$ cat src/rtl/pdv_pkg.sv
// Shared types, constants and helpers for the pose difference velocity block.
// Used by pose_difference_velocity; no dependencies.
package pdv_pkg;

  localparam int STAMP_W = 63;
  localparam int POS_W   = 32;
  localparam int QUAT_W  = 16;
  localparam int RATE_W  = 32;

  typedef logic        [STAMP_W-1:0] stamp_t;
  typedef logic signed [POS_W-1:0]   pos_t;
  typedef logic signed [QUAT_W-1:0]  quat_t;
  typedef logic signed [RATE_W-1:0]  rate_t;

  localparam int ACC_W   = 98;
  localparam int MB_W    = 33;
  localparam int DQ_W    = 80;
  localparam int REM_W   = 63;
  localparam int SQ_W    = 100;
  localparam int ROOT_W  = 50;
  localparam int SREM_W  = 52;
  localparam int CW      = 34;
  localparam int ANG_W   = 33;
  localparam int ROT_W   = 68;
  localparam int QR_W    = 34;
  localparam int CQ_W    = 36;

  localparam int CORDIC_STEPS = 30;
  localparam int SQRT_STEPS   = 50;

  localparam logic [29:0]        NS_PER_S    = 30'd1000000000;
  localparam logic [60:0]        ONE_SQ      = 61'h1000_0000_0000_0000;
  localparam logic [60:0]        AXIS_EPS    = 61'd2560;
  localparam logic [30:0]        ONE_Q30     = 31'h4000_0000;
  localparam logic signed [CW-1:0] PI_Q30      = 34'sd3373259426;
  localparam logic signed [CW-1:0] HALF_PI_Q30 = 34'sd1686629713;

  localparam logic [1:0] QX = 2'd0;
  localparam logic [1:0] QY = 2'd1;
  localparam logic [1:0] QZ = 2'd2;
  localparam logic [1:0] QW = 2'd3;

  typedef struct packed {
    logic [1:0] a;
    logic [1:0] b;
    logic       minus;
  } qterm_t;

  typedef struct packed {
    logic [RATE_W-1:0] val;
    logic              flag;
  } sat_t;

  // Terms of conj(q_prev) * q_cur; component 0 is w, then x, y, z.
  function automatic qterm_t qterm(logic [1:0] comp, logic [1:0] term);
    qterm_t r;
    case ({comp, term})
      4'h0:    r = '{QW, QW, 1'b0};
      4'h1:    r = '{QX, QX, 1'b0};
      4'h2:    r = '{QY, QY, 1'b0};
      4'h3:    r = '{QZ, QZ, 1'b0};
      4'h4:    r = '{QW, QX, 1'b0};
      4'h5:    r = '{QX, QW, 1'b1};
      4'h6:    r = '{QY, QZ, 1'b1};
      4'h7:    r = '{QZ, QY, 1'b0};
      4'h8:    r = '{QW, QY, 1'b0};
      4'h9:    r = '{QX, QZ, 1'b0};
      4'hA:    r = '{QY, QW, 1'b1};
      4'hB:    r = '{QZ, QX, 1'b1};
      4'hC:    r = '{QW, QZ, 1'b0};
      4'hD:    r = '{QX, QY, 1'b1};
      4'hE:    r = '{QY, QX, 1'b0};
      4'hF:    r = '{QZ, QW, 1'b1};
      default: r = '{QW, QW, 1'b0};
    endcase
    return r;
  endfunction

  function automatic logic [29:0] cordic_atan(logic [4:0] i);
    logic [29:0] r;
    case (i)
      5'd0:    r = 30'd843314857;
      5'd1:    r = 30'd497837829;
      5'd2:    r = 30'd263043837;
      5'd3:    r = 30'd133525159;
      5'd4:    r = 30'd67021687;
      5'd5:    r = 30'd33543516;
      5'd6:    r = 30'd16775851;
      5'd7:    r = 30'd8388437;
      5'd8:    r = 30'd4194283;
      5'd9:    r = 30'd2097149;
      default: r = 30'd1 << (5'd30 - i);
    endcase
    return r;
  endfunction

  function automatic logic [QUAT_W:0] qmag(logic [QUAT_W-1:0] a);
    logic [QUAT_W:0] e;
    e = {a[QUAT_W-1], a};
    return a[QUAT_W-1] ? (~e + 17'd1) : e;
  endfunction

  function automatic sat_t sat32(logic [DQ_W-1:0] q, logic neg);
    sat_t r;
    if (neg) begin
      if (q > 80'h8000_0000) r = '{32'h8000_0000, 1'b1};
      else                   r = '{~q[31:0] + 32'd1, 1'b0};
    end else begin
      if (q > 80'h7FFF_FFFF) r = '{32'h7FFF_FFFF, 1'b1};
      else                   r = '{q[31:0], 1'b0};
    end
    return r;
  endfunction

endpackage

$ cat src/rtl/pose_difference_velocity.sv
// Velocity from consecutive timestamped poses: speed and rotation rate.
// Bit-serial multiply, divide and square root units plus a CORDIC; uses pdv_pkg.
//
//  channel | signals                                          | dir
//  input   | in_valid, in_stall, stamp_ns, pos_*, quat_*      | in
//  output  | out_valid, out_stall, out_stamp_ns, speed,       | out
//          | rate_x/y/z, zero_interval, saturated             |
//
// One pose at a time; the longest work is in the serial divider (80 steps a run,
// up to seven runs) and the shift-add multiplier (one bit per cycle).
// Zero interval or first pose after reset: no arithmetic, all rates zero.
// Reset clears the stored pose to identity and forgets it.
// A finished result waits in the output register while the next pose is taken.
module pose_difference_velocity (
  input  logic                clk,
  input  logic                rst,
  input  logic                in_valid,
  output logic                in_stall,
  input  pdv_pkg::stamp_t     stamp_ns,
  input  pdv_pkg::pos_t       pos_x,
  input  pdv_pkg::pos_t       pos_y,
  input  pdv_pkg::pos_t       pos_z,
  input  pdv_pkg::quat_t      quat_x,
  input  pdv_pkg::quat_t      quat_y,
  input  pdv_pkg::quat_t      quat_z,
  input  pdv_pkg::quat_t      quat_w,
  output logic                out_valid,
  input  logic                out_stall,
  output pdv_pkg::stamp_t     out_stamp_ns,
  output pdv_pkg::rate_t      speed,
  output pdv_pkg::rate_t      rate_x,
  output pdv_pkg::rate_t      rate_y,
  output pdv_pkg::rate_t      rate_z,
  output logic                zero_interval,
  output logic                saturated
);
  import pdv_pkg::*;

  localparam logic [3:0] S_IDLE    = 4'd0;
  localparam logic [3:0] S_POSMUL  = 4'd1;
  localparam logic [3:0] S_POSSQRT = 4'd2;
  localparam logic [3:0] S_SPDMUL  = 4'd3;
  localparam logic [3:0] S_SPDDIV  = 4'd4;
  localparam logic [3:0] S_QMUL    = 4'd5;
  localparam logic [3:0] S_WSQ     = 4'd6;
  localparam logic [3:0] S_SSQRT   = 4'd7;
  localparam logic [3:0] S_CORD    = 4'd8;
  localparam logic [3:0] S_RMUL1   = 4'd9;
  localparam logic [3:0] S_RDIV1   = 4'd10;
  localparam logic [3:0] S_RMUL2   = 4'd11;
  localparam logic [3:0] S_RDIV2   = 4'd12;
  localparam logic [3:0] S_FIN     = 4'd13;

  logic [3:0] state;
  logic       ld;
  logic [1:0] k;
  logic [1:0] t;
  logic [6:0] cnt;

  logic   have;
  stamp_t prev_stamp;
  pos_t   prev_pos [3];
  quat_t  prev_q   [4];
  stamp_t cur_stamp;
  pos_t   cur_pos  [3];
  quat_t  cur_q    [4];

  logic [STAMP_W-1:0] gap;
  logic               neg;
  logic               zero_r;
  logic               satf;
  rate_t              res_speed;
  rate_t              res_rate [3];

  logic [ACC_W-1:0] acc;
  logic [ACC_W-1:0] ma;
  logic [MB_W-1:0]  mb;
  logic             msub;

  logic [DQ_W-1:0]  dq;
  logic [REM_W-1:0] drem;
  logic [REM_W-1:0] dden;

  logic [SQ_W-1:0]   sq_v;
  logic [ROOT_W-1:0] sq_root;
  logic [SREM_W-1:0] sq_rem;

  logic signed [CW-1:0] cx, cy, cz;
  logic [ANG_W-1:0]     ang;
  logic                 near;
  logic [QR_W-1:0]      qr [4];
  logic [ROT_W-1:0]     rot;
  logic                 cneg;

  // serial multiply
  logic [ACC_W-1:0] m_sum;
  assign m_sum = msub ? (acc - ma) : (acc + ma);

  // serial divide
  logic [REM_W:0]  d_rsh;
  logic            d_ge;
  logic [REM_W:0]  d_diff;
  logic [REM_W-1:0] d_rem_nx;
  logic [DQ_W-1:0] d_q_nx;
  sat_t            d_sat;
  assign d_rsh    = {drem, dq[DQ_W-1]};
  assign d_ge     = d_rsh >= {1'b0, dden};
  assign d_diff   = d_rsh - {1'b0, dden};
  assign d_rem_nx = d_ge ? d_diff[REM_W-1:0] : d_rsh[REM_W-1:0];
  assign d_q_nx   = {dq[DQ_W-2:0], d_ge};
  assign d_sat    = sat32(d_q_nx, (state == S_SPDDIV) ? neg : (cneg ^ neg));

  // serial square root, two radicand bits a step
  logic [SREM_W+1:0] s_rsh;
  logic [SREM_W+1:0] s_trial;
  logic              s_ge;
  logic [SREM_W+1:0] s_diff;
  assign s_rsh   = {sq_rem, sq_v[SQ_W-1 -: 2]};
  assign s_trial = {2'b00, sq_root, 2'b01};
  assign s_ge    = s_rsh >= s_trial;
  assign s_diff  = s_rsh - s_trial;

  // operand forms
  logic [POS_W:0] dpos;
  logic [POS_W:0] dmag;
  assign dpos = {cur_pos[k][POS_W-1], cur_pos[k]} - {prev_pos[k][POS_W-1], prev_pos[k]};
  assign dmag = dpos[POS_W] ? (~dpos + 33'd1) : dpos;

  qterm_t          term;
  quat_t           qa, qb;
  assign term = qterm(k, t);
  assign qa   = prev_q[term.a];
  assign qb   = cur_q[term.b];

  logic [QR_W-1:0] w_mag;
  logic [CQ_W-1:0] w_q30;
  logic [30:0]     wm;
  assign w_mag = qr[0][QR_W-1] ? (~qr[0] + 34'd1) : qr[0];
  assign w_q30 = {w_mag, 2'b00};
  assign wm    = (w_q30 > {5'b0, ONE_Q30}) ? ONE_Q30 : w_q30[30:0];

  logic [1:0]      kc;
  logic [QR_W-1:0] c_mag;
  logic [CQ_W-1:0] cq;
  assign kc    = k + 2'd1;
  assign c_mag = qr[kc][QR_W-1] ? (~qr[kc] + 34'd1) : qr[kc];
  assign cq    = {c_mag, 2'b00};

  logic [60:0] s2_w;
  logic [30:0] s_root;
  assign s2_w   = ONE_SQ - acc[60:0];
  assign s_root = sq_root[30:0];

  // CORDIC vectoring step
  logic signed [CW-1:0] c_xs, c_ys, c_step;
  logic signed [CW-1:0] cx_nx, cy_nx, cz_nx;
  logic signed [CW-1:0] zc;
  assign c_xs   = cx >>> cnt[4:0];
  assign c_ys   = cy >>> cnt[4:0];
  assign c_step = {4'b0, cordic_atan(cnt[4:0])};

  always_comb begin
    cx_nx = cx;
    cy_nx = cy;
    cz_nx = cz;
    if (cy > 0) begin
      cx_nx = cx + c_ys;
      cy_nx = cy - c_xs;
      cz_nx = cz + c_step;
    end else if (cy < 0) begin
      cx_nx = cx - c_ys;
      cy_nx = cy + c_xs;
      cz_nx = cz - c_step;
    end
    if (cz_nx < 0)           zc = '0;
    else if (cz_nx > PI_Q30) zc = PI_Q30;
    else                     zc = cz_nx;
  end

  logic zero_now;
  assign zero_now = !have || (stamp_ns == prev_stamp);

  assign in_stall = (state != S_IDLE);

  always_ff @(posedge clk) begin
    if (rst) begin
      state      <= S_IDLE;
      ld         <= 1'b0;
      k          <= '0;
      t          <= '0;
      cnt        <= '0;
      out_valid  <= 1'b0;
      have       <= 1'b0;
      prev_stamp <= '0;
      prev_pos[0] <= '0;
      prev_pos[1] <= '0;
      prev_pos[2] <= '0;
      prev_q[QX] <= '0;
      prev_q[QY] <= '0;
      prev_q[QZ] <= '0;
      prev_q[QW] <= 16'sd16384;
    end else begin
      if (out_valid && !out_stall && state != S_FIN) out_valid <= 1'b0;
      case (state)
        S_IDLE: begin
          if (in_valid) begin
            cur_stamp  <= stamp_ns;
            cur_pos[0] <= pos_x;
            cur_pos[1] <= pos_y;
            cur_pos[2] <= pos_z;
            cur_q[QX]  <= quat_x;
            cur_q[QY]  <= quat_y;
            cur_q[QZ]  <= quat_z;
            cur_q[QW]  <= quat_w;
            neg        <= stamp_ns < prev_stamp;
            gap        <= (stamp_ns < prev_stamp) ? (prev_stamp - stamp_ns)
                                                  : (stamp_ns - prev_stamp);
            zero_r     <= zero_now;
            satf       <= 1'b0;
            res_speed  <= '0;
            res_rate[0] <= '0;
            res_rate[1] <= '0;
            res_rate[2] <= '0;
            k          <= '0;
            t          <= '0;
            ld         <= 1'b1;
            state      <= zero_now ? S_FIN : S_POSMUL;
          end
        end

        S_POSMUL, S_SPDMUL, S_QMUL, S_WSQ, S_RMUL1, S_RMUL2: begin
          if (state == S_RMUL1 && near) begin
            rot   <= (k == 2'd0) ? {{(ROT_W-ANG_W){1'b0}}, ang} : '0;
            cneg  <= 1'b0;
            ld    <= 1'b1;
            state <= S_RMUL2;
          end else if (ld) begin
            ld   <= 1'b0;
            msub <= (state == S_QMUL) && (qa[QUAT_W-1] ^ qb[QUAT_W-1] ^ term.minus);
            case (state)
              S_POSMUL: begin
                ma <= {{(ACC_W-POS_W-1){1'b0}}, dmag};
                mb <= dmag;
                if (k == 2'd0) acc <= '0;
              end
              S_SPDMUL: begin
                ma  <= {{(ACC_W-ROOT_W){1'b0}}, sq_root};
                mb  <= {3'b0, NS_PER_S};
                acc <= '0;
              end
              S_QMUL: begin
                ma   <= {{(ACC_W-QUAT_W-1){1'b0}}, qmag(qa)};
                mb   <= {{(MB_W-QUAT_W-1){1'b0}}, qmag(qb)};
                if (t == 2'd0) acc <= '0;
              end
              S_WSQ: begin
                ma  <= {{(ACC_W-31){1'b0}}, wm};
                mb  <= {2'b0, wm};
                acc <= '0;
              end
              S_RMUL1: begin
                ma  <= {{(ACC_W-CQ_W){1'b0}}, cq};
                mb  <= ang;
                acc <= '0;
              end
              default: begin
                ma  <= {{(ACC_W-ROT_W){1'b0}}, rot};
                mb  <= {3'b0, NS_PER_S};
                acc <= '0;
              end
            endcase
          end else if (mb != '0) begin
            if (mb[0]) acc <= m_sum;
            ma <= {ma[ACC_W-2:0], 1'b0};
            mb <= {1'b0, mb[MB_W-1:1]};
          end else begin
            ld <= 1'b1;
            case (state)
              S_POSMUL: begin
                if (k == 2'd2) state <= S_POSSQRT;
                else           k <= k + 2'd1;
              end
              S_SPDMUL: state <= S_SPDDIV;
              S_QMUL: begin
                t <= t + 2'd1;
                if (t == 2'd3) begin
                  qr[k] <= acc[QR_W-1:0];
                  k     <= k + 2'd1;
                  if (k == 2'd3) state <= S_WSQ;
                end
              end
              S_WSQ: begin
                near  <= s2_w < AXIS_EPS;
                state <= S_SSQRT;
              end
              S_RMUL1: state <= S_RDIV1;
              default: state <= S_RDIV2;
            endcase
          end
        end

        S_POSSQRT, S_SSQRT: begin
          if (ld) begin
            ld      <= 1'b0;
            cnt     <= '0;
            sq_root <= '0;
            sq_rem  <= '0;
            if (state == S_POSSQRT) sq_v <= {acc[67:0], 32'b0};
            else                    sq_v <= {{(SQ_W-61){1'b0}}, s2_w};
          end else begin
            sq_v    <= {sq_v[SQ_W-3:0], 2'b00};
            sq_root <= {sq_root[ROOT_W-2:0], s_ge};
            sq_rem  <= s_ge ? s_diff[SREM_W-1:0] : s_rsh[SREM_W-1:0];
            cnt     <= cnt + 7'd1;
            if (cnt == 7'(SQRT_STEPS - 1)) begin
              ld    <= 1'b1;
              state <= (state == S_POSSQRT) ? S_SPDMUL : S_CORD;
            end
          end
        end

        S_SPDDIV, S_RDIV1, S_RDIV2: begin
          if (ld) begin
            ld   <= 1'b0;
            cnt  <= '0;
            drem <= '0;
            case (state)
              S_SPDDIV: begin
                dq   <= acc[95:16];
                dden <= gap;
              end
              S_RDIV1: begin
                dq   <= {{(DQ_W-ROT_W){1'b0}}, acc[ROT_W-1:0]};
                dden <= {{(REM_W-31){1'b0}}, s_root};
              end
              default: begin
                dq   <= acc[93:14];
                dden <= gap;
              end
            endcase
          end else begin
            dq   <= d_q_nx;
            drem <= d_rem_nx;
            cnt  <= cnt + 7'd1;
            if (cnt == 7'(DQ_W - 1)) begin
              ld <= 1'b1;
              case (state)
                S_SPDDIV: begin
                  res_speed <= d_sat.val;
                  satf      <= satf | d_sat.flag;
                  k         <= '0;
                  t         <= '0;
                  state     <= S_QMUL;
                end
                S_RDIV1: begin
                  rot   <= d_q_nx[ROT_W-1:0];
                  cneg  <= qr[kc][QR_W-1];
                  state <= S_RMUL2;
                end
                default: begin
                  res_rate[k] <= d_sat.val;
                  satf        <= satf | d_sat.flag;
                  k           <= k + 2'd1;
                  state       <= (k == 2'd2) ? S_FIN : S_RMUL1;
                end
              endcase
            end
          end
        end

        S_CORD: begin
          if (ld) begin
            ld  <= 1'b0;
            cnt <= '0;
            if (qr[0][QR_W-1]) begin
              cx <= {3'b0, s_root};
              cy <= {3'b0, wm};
              cz <= HALF_PI_Q30;
            end else begin
              cx <= {3'b0, wm};
              cy <= {3'b0, s_root};
              cz <= '0;
            end
          end else begin
            cx  <= cx_nx;
            cy  <= cy_nx;
            cz  <= cz_nx;
            cnt <= cnt + 7'd1;
            if (cnt == 7'(CORDIC_STEPS - 1)) begin
              ang   <= {zc[31:0], 1'b0};
              k     <= '0;
              ld    <= 1'b1;
              state <= S_RMUL1;
            end
          end
        end

        S_FIN: begin
          if (!out_valid || !out_stall) begin
            out_valid     <= 1'b1;
            out_stamp_ns  <= cur_stamp;
            speed         <= res_speed;
            rate_x        <= res_rate[0];
            rate_y        <= res_rate[1];
            rate_z        <= res_rate[2];
            zero_interval <= zero_r;
            saturated     <= satf;
            have          <= 1'b1;
            prev_stamp    <= cur_stamp;
            prev_pos[0]   <= cur_pos[0];
            prev_pos[1]   <= cur_pos[1];
            prev_pos[2]   <= cur_pos[2];
            prev_q[QX]    <= cur_q[QX];
            prev_q[QY]    <= cur_q[QY];
            prev_q[QZ]    <= cur_q[QZ];
            prev_q[QW]    <= cur_q[QW];
            state         <= S_IDLE;
          end
        end

        default: state <= S_IDLE;
      endcase
    end
  end

  a_zero_result: assert property (@(posedge clk) disable iff (rst)
    out_valid && zero_interval |->
      speed == 0 && rate_x == 0 && rate_y == 0 && rate_z == 0 && !saturated)
    else $error("zero interval result carries nonzero rates");

  a_busy_after_take: assert property (@(posedge clk) disable iff (rst)
    in_valid && !in_stall |=> in_stall)
    else $error("block idle right after taking a pose");

  a_div_nonzero: assert property (@(posedge clk) disable iff (rst)
    (state == S_SPDDIV || state == S_RDIV1 || state == S_RDIV2) && !ld |-> dden != '0)
    else $error("serial divide started with zero divisor");

  a_sqrt_rem: assert property (@(posedge clk) disable iff (rst)
    (state == S_POSSQRT || state == S_SSQRT) && !ld |->
      sq_rem <= {1'b0, sq_root, 1'b0})
    else $error("square root remainder out of bound");

endmodule

$ cat config.mk
export PLATFORM = sky130hd
export DESIGN_NAME = pose_difference_velocity
export DESIGN_NICKNAME = d
export VERILOG_FILES = /design/src/rtl/pdv_pkg.sv /design/src/rtl/pose_difference_velocity.sv
export SDC_FILE = /design/constraint.sdc
export NUM_CORES = 2
export LEC_CHECK = 0
export BUFFER_PORTS_ARGS = -buffer_cell sky130_fd_sc_hd__buf_4
export CORE_UTILIZATION = 57
export DETAILED_ROUTE_END_ITERATION = 12
export GPL_ROUTABILITY_DRIVEN = 0
export PLACE_DENSITY = 0.77
export RECOVER_POWER = 100
export SLEW_MARGIN = 20
export SYNTH_ARGS = -nofsm -noshare
export SYNTH_HDL_FRONTEND = slang
export SYNTH_SLANG_ARGS = --single-unit
$ cat constraint.sdc
create_clock -name clk -period 18.3 [get_ports clk]
set_input_delay 1.83 -clock clk [delete_from_list [all_inputs] [get_ports clk]]
set_output_delay 1.83 -clock clk [all_outputs]
set_load 0.01 [all_outputs]
# After elaboration in Yosys (flattened, before gate mapping)
# Memories as Yosys holds them, arrays and structs flattened. A register that Yosys moved wholly into a read port is not among the register bits.
# Cells that the tools add are included.
[word_totals]
ram_bits = 552
mem_bits_ro = 80
ff_bits = 1181
elab_cells = 371
n_memories = 7
out_inout_bits = 195
latch_bits = 0
input_bits = 227
[memory_table]
columns = ["memory", "words", "word_bits", "read_ports", "rd_ports_with_merged_regs", "wr", "line", "rtl"]
rows = [
  ["qr", 4, 34, 2, 0, 1, "pose_difference_velocity.sv:91", "logic [QR_W-1:0] qr [4];"],
  ["cur_pos", 3, 32, 4, 1, 3, "pose_difference_velocity.sv:65", "pos_t cur_pos [3];"],
  ["prev_pos", 3, 32, 1, 1, 3, "pose_difference_velocity.sv:62", "pos_t prev_pos [3];"],
  ["res_rate", 3, 32, 3, 3, 3, "pose_difference_velocity.sv:73", "rate_t res_rate [3];"],
  ["(no name shown)", 16, 5, 1, 0, 0, "pdv_pkg.sv:57", "case ({comp, term})"],
  ["cur_q", 4, 16, 5, 0, 4, "pose_difference_velocity.sv:66", "quat_t cur_q [4];"],
  ["+1 memories", "-", "-", "-", "-", "-", "-", ""],
]
[op_classes]
n_reduce_logical = 51
n_bitwise = 21
eq_ne = 56
n_mux = 160
multipliers = 0
div_mod_pow = 0
n_lt_le_gt_ge = 11
addsub = 24
n_shift = 3
[ops]
columns = ["cell", "n"]
rows = [
  ["2-to-1 mux 98 bit", 8],
  ["2-to-1 mux 34 bit", 11],
  ["case mux 68 bit (5 select lines)", 1],
  ["case mux 30 bit (10 select lines)", 1],
  ["2-to-1 mux 32 bit", 9],
  ["2-to-1 mux 68 bit", 4],
  ["2-to-1 mux 33 bit", 7],
  ["2-to-1 mux 100 bit", 2],
  ["case mux 98 bit (2 select lines)", 1],
  ["subtractor 63 bit", 3],
  ["case mux 80 bit (2 select lines)", 1],
  ["2-to-1 mux 31 bit", 5],
  ["case mux 68 bit (2 select lines)", 1],
  ["case mux 33 bit (4 select lines)", 1],
  ["2-to-1 mux 63 bit", 2],
  ["adder 98 bit", 1],
  ["subtractor 98 bit", 1],
  ["> comparator 80 x 31 -> 1 bit, second input constant", 1],
  ["> comparator 80 x 32 -> 1 bit, second input constant", 1],
  ["2-to-1 mux 80 bit", 1],
  ["adder 34 x 1 -> 34 bit, second input constant", 2],
  ["adder 34 bit", 2],
  ["less-than comparator 34 x 1 -> 1 bit, second input constant", 2],
  ["inverter 34 bit", 2],
  ["other kinds (83)", 256],
]

# Longest topological paths before layout
[logic_depth]
word_depth = 10
mapped_depth = 33
mapped_depth_nobuf = 28

# Worst setup path after synthesis
# Ideal clock, no wire load.
[synth_timing]
path_type = "in2reg"
from = "in rst"
to = "reg acc[0], enable pin"
arrival_ps = 18140
required_time_ps = 17603
stages = 2
setup_ps = 697
setup_slack_ps = -537
path_cell_list = "nor3_1 a21boi_0"
[synth_via]
elab_chain_cells = 2
[synth_rtl]
columns = ["element", "line", "rtl"]
rows = [
  ["start, declared", "pose_difference_velocity.sv:16", "input logic rst,"],
  ["inverter 1 bit (no source line)", "-", ""],
  ["AND reduction 7 bit (no source line)", "-", ""],
  ["end signal, assigned", "pose_difference_velocity.sv:273", "if (mb[0]) acc <= m_sum;"],
  ["end, declared", "pose_difference_velocity.sv:75", "logic [ACC_W-1:0] acc;"],
]
# No other way between the ends.
# A chain may end at the register's enable or synchronous reset.

==> out/results.txt <==
status - finished with violations
failing checks - design-rule violations, max-capacitance violations, max-slew violations
crit path time final - 12180 ps
IO Port Bufs - 421
Worst path most repeated cell - clkbuf_1
clk root buf - clkbuf_16
Detail Placement HPWL - 256000 microns
Post-Syn Nets - 12100
Hold Buf Count CTS - 0
max_cap viols - 62
Worst-Skew Late Latency - 900 ps
first-pass GRT wire length - 535000 microns
CTS buffer count - 189
final setup vio count - 0
H-tree levels - 4
number of vias per cell - 6.69
Pwr per Cell Area - 147 nW/um^2
largest net degree at the start of global routing - 202
total negative slack - 0 ps
vias in the first global route - 89500
total iterations of the first detailed-routing run - 13
top cells by area, synth - edfxtp_1, ha_1, a21oi_1
Yosys reg bits - 1827
clock buffer depth - 3
post-route cell area - 124000 sq um
leading area contributor after synthesis - edfxtp_1
core area - 200000 sq um
clk_skew - 55.8 ps
DRT Wirelength - 356000 microns
share of the synthesized area in the top cell type - 45.8%
final hold vios - 0
Slew @ Worst Pin - 8840 ps
Area Overhead vs Synth - 8.68%
number of synthesized flops with an enable pin - 1744
Worst VDD drop - 129 uV
row count - 164
Seq/Total Area, Yosys - 47.2%
Clock transition at path regs - 70 ps
Largest stage delay, worst path - 2920 ps
Initial Utilization - 57.3%
all-layer global routing usage - 34.0%
boundary pin count - 422
Synth cell types - 99
post-CTS setup buffer count - 0
synthesized area per cell - 10.1 sq um
Layout Nets - 12200
DIE AREA - 203000 sq um
CP Max Fanout - 88
post-CTS sizing - 0
wire per inst - 24.9 microns
Vias - 95600
worst rel slew slack - -490%
crit path cell chain - clkbuf_1, nor2_1, clkbuf_1, clkbuf_1, clkbuf_1, nand2_1, o21ai_0
Syn Inst Count - 11400
WP data required - 19030 ps
chip height - 450 microns
HP Class - flop to flop
initial antenna violation count - 7
post-synthesis cell area - 114000 sq um
grt total ovfl - 0
ys async rst share - 0%
crit path capture type - flop
share of cells above drive strength 1 - 7.15%
CTS tree - yes
Die W - 450 microns
fin util - 62.3%
Sink Count - 1827
Final Max Tran Viols - 3657
max frequency - 0.0821 GHz
final worst path period share - 66.5%
RSZ-0062 raised after global routing - no
drt drc - 2
crit start category - primary input
Arr. time, crit path - 12910 ps
1st-iter DRT viols - 14600
Synthesis Warnings - 0
placed cell area - 120000 sq um
Crit-path slowest cell - clkbuf_1
Post-DRT Antenna Nets - 0
Leak - 45.2 nW
final hold slack - 378 ps
Top FF cell, synth - edfxtp_1
WS Path Type - primary input to flop
logic make-up (layout without fill, tap and decap cells):
logic type	after synthesis	count (layout)	share of synthesized area (%)
AO/OA/AOI/OAI	3153	3153	17.7
XOR/XNOR	672	672	5.14
adder cells (fa/ha/maj)	524	524	5.79
buffers and inverters	1177	1405	3.90
flip-flops	1827	1827	47.2
multiplexers	398	398	5.28
other	0	5	0
AND/OR/NAND/NOR	3636	3636	15.0
synthesized netlist by cell type, types with 43 or more instances:
library cell	count
a21oi_1	926
o31ai_1	69
xnor2_1	440
nor2_1	1166
o21a_1	92
o21bai_1	106
a221oi_1	116
xor2_1	232
inv_1	501
nand4_1	112
nor3_1	202
a21o_1	299
clkbuf_1	579
dfxtp_1	83
edfxtp_1	1744
or2_2	43
mux2_2	76
ha_1	515
and3_1	69
nand3_1	170
nand2b_1	89
o211ai_1	48
nand2_1	1000
a31oi_1	210
o2bb2ai_1	83
or3_1	109
buf_1	66
a211oi_1	89
o21ai_0	621
nor4_1	104
a22oi_1	86
mux2i_1	165
nor2b_1	177
and2_1	276
mux4_2	157
through the flow:
| step | worst slack, ps | power (mW) | std cells |
|---|---|---|---|
| detailed placement | 10030 | 13.9 | 13900 |
| CTS | 10040 | 17.8 | 14300 |
| finish | 6120 | 18.3 | 14300 |
| global placement | 10220 | 13.7 | 13900 |
| floorplan | 3590 | 11.6 | 11400 |
| global route | 5120 | 19.0 | 14300 |
routing by layer:
layer / track usage (%) / share of wire [%] / wire [microns]
met1: 45.3 / 37 / 132000
met2: 50.6 / 43 / 152000
met3: 9.83 / 14 / 48400
met4: 17.3 / 6.2 / 21900
met5: 0.805 / 0.17 / 611
layout by cell type, fill, tap and decap left out, types with 165 or more instances in the layout:
cell type / n
nor2b_1: 177
mux2i_1: 165
clkbuf_1: 398
nand2_1: 999
ha_1: 515
o21ai_0: 621
edfxtp_1: 1744
clkbuf_16: 192
a21oi_1: 926
inv_1: 499
xor2_1: 232
xnor2_1: 438
nor3_1: 198
nor2_1: 1161
a31oi_1: 209
a21o_1: 298
nand3_1: 170
sequential cells by signal, summed over array words and instances, names as in the netlist, 33 cells and up, named ones only:
register	count
acc	96
cur_pos	96
cur_q	64
cur_stamp	63
cx	34
cy	34
cz	34
dden	63
dq	80
drem	63
gap	63
ma	96
mb	33
out_stamp_ns	63
prev_pos	96
prev_q	64
prev_stamp	63
qr	136
res_rate	96
rot	68
sq_rem	52
sq_root	50
sq_v	100
final cells by class:
| type | instances | area, sq um |
|---|---|---|
| fillers | 16000 | 75200 |
| multi-input cells | 8383 | 56200 |
| flip-flops and latches | 1827 | 54000 |
| clock buffers | 235 | 5060 |
| well taps | 2656 | 3320 |
| repair buffers | 548 | 2750 |
| inverters | 506 | 1900 |
| clock inverters | 116 | 1160 |
| diodes | 5 | 12.5 |
where the power goes:
group | leakage (nW) | switching [mW] | internal [mW]
Clock | 2.99 | 1.74 | 2.17
Combinational | 25.4 | 5.33 | 3.03
Sequential | 16.8 | 0.483 | 5.50
Total | 45.2 | 7.55 | 10.7
path summary, 6_finish.rpt:
check	startpoint	endpoint	slack [ps]	cells after the start
hold / removal	res_rate[2][22]$_SDFFCE_PN0P_	rate_z[22]$_DFFE_PP_	380	0
setup / recovery	rst	prev_stamp[3]$_SDFFE_PP0P_	6120	7
hold reg to reg	res_rate[2][22]$_SDFFCE_PN0P_	rate_z[22]$_DFFE_PP_	380	0
setup reg to reg	state[2]$_SDFFE_PP0P_	prev_stamp[3]$_SDFFE_PP0P_	6360	8
critical path: cells and delay by family:
family	cells	cell delay (ps)
buffers and inverters	4	8280
AO/OA/AOI/OAI	1	240
AND/OR/NAND/NOR	2	2260
(Power assumes the default switching activity.)
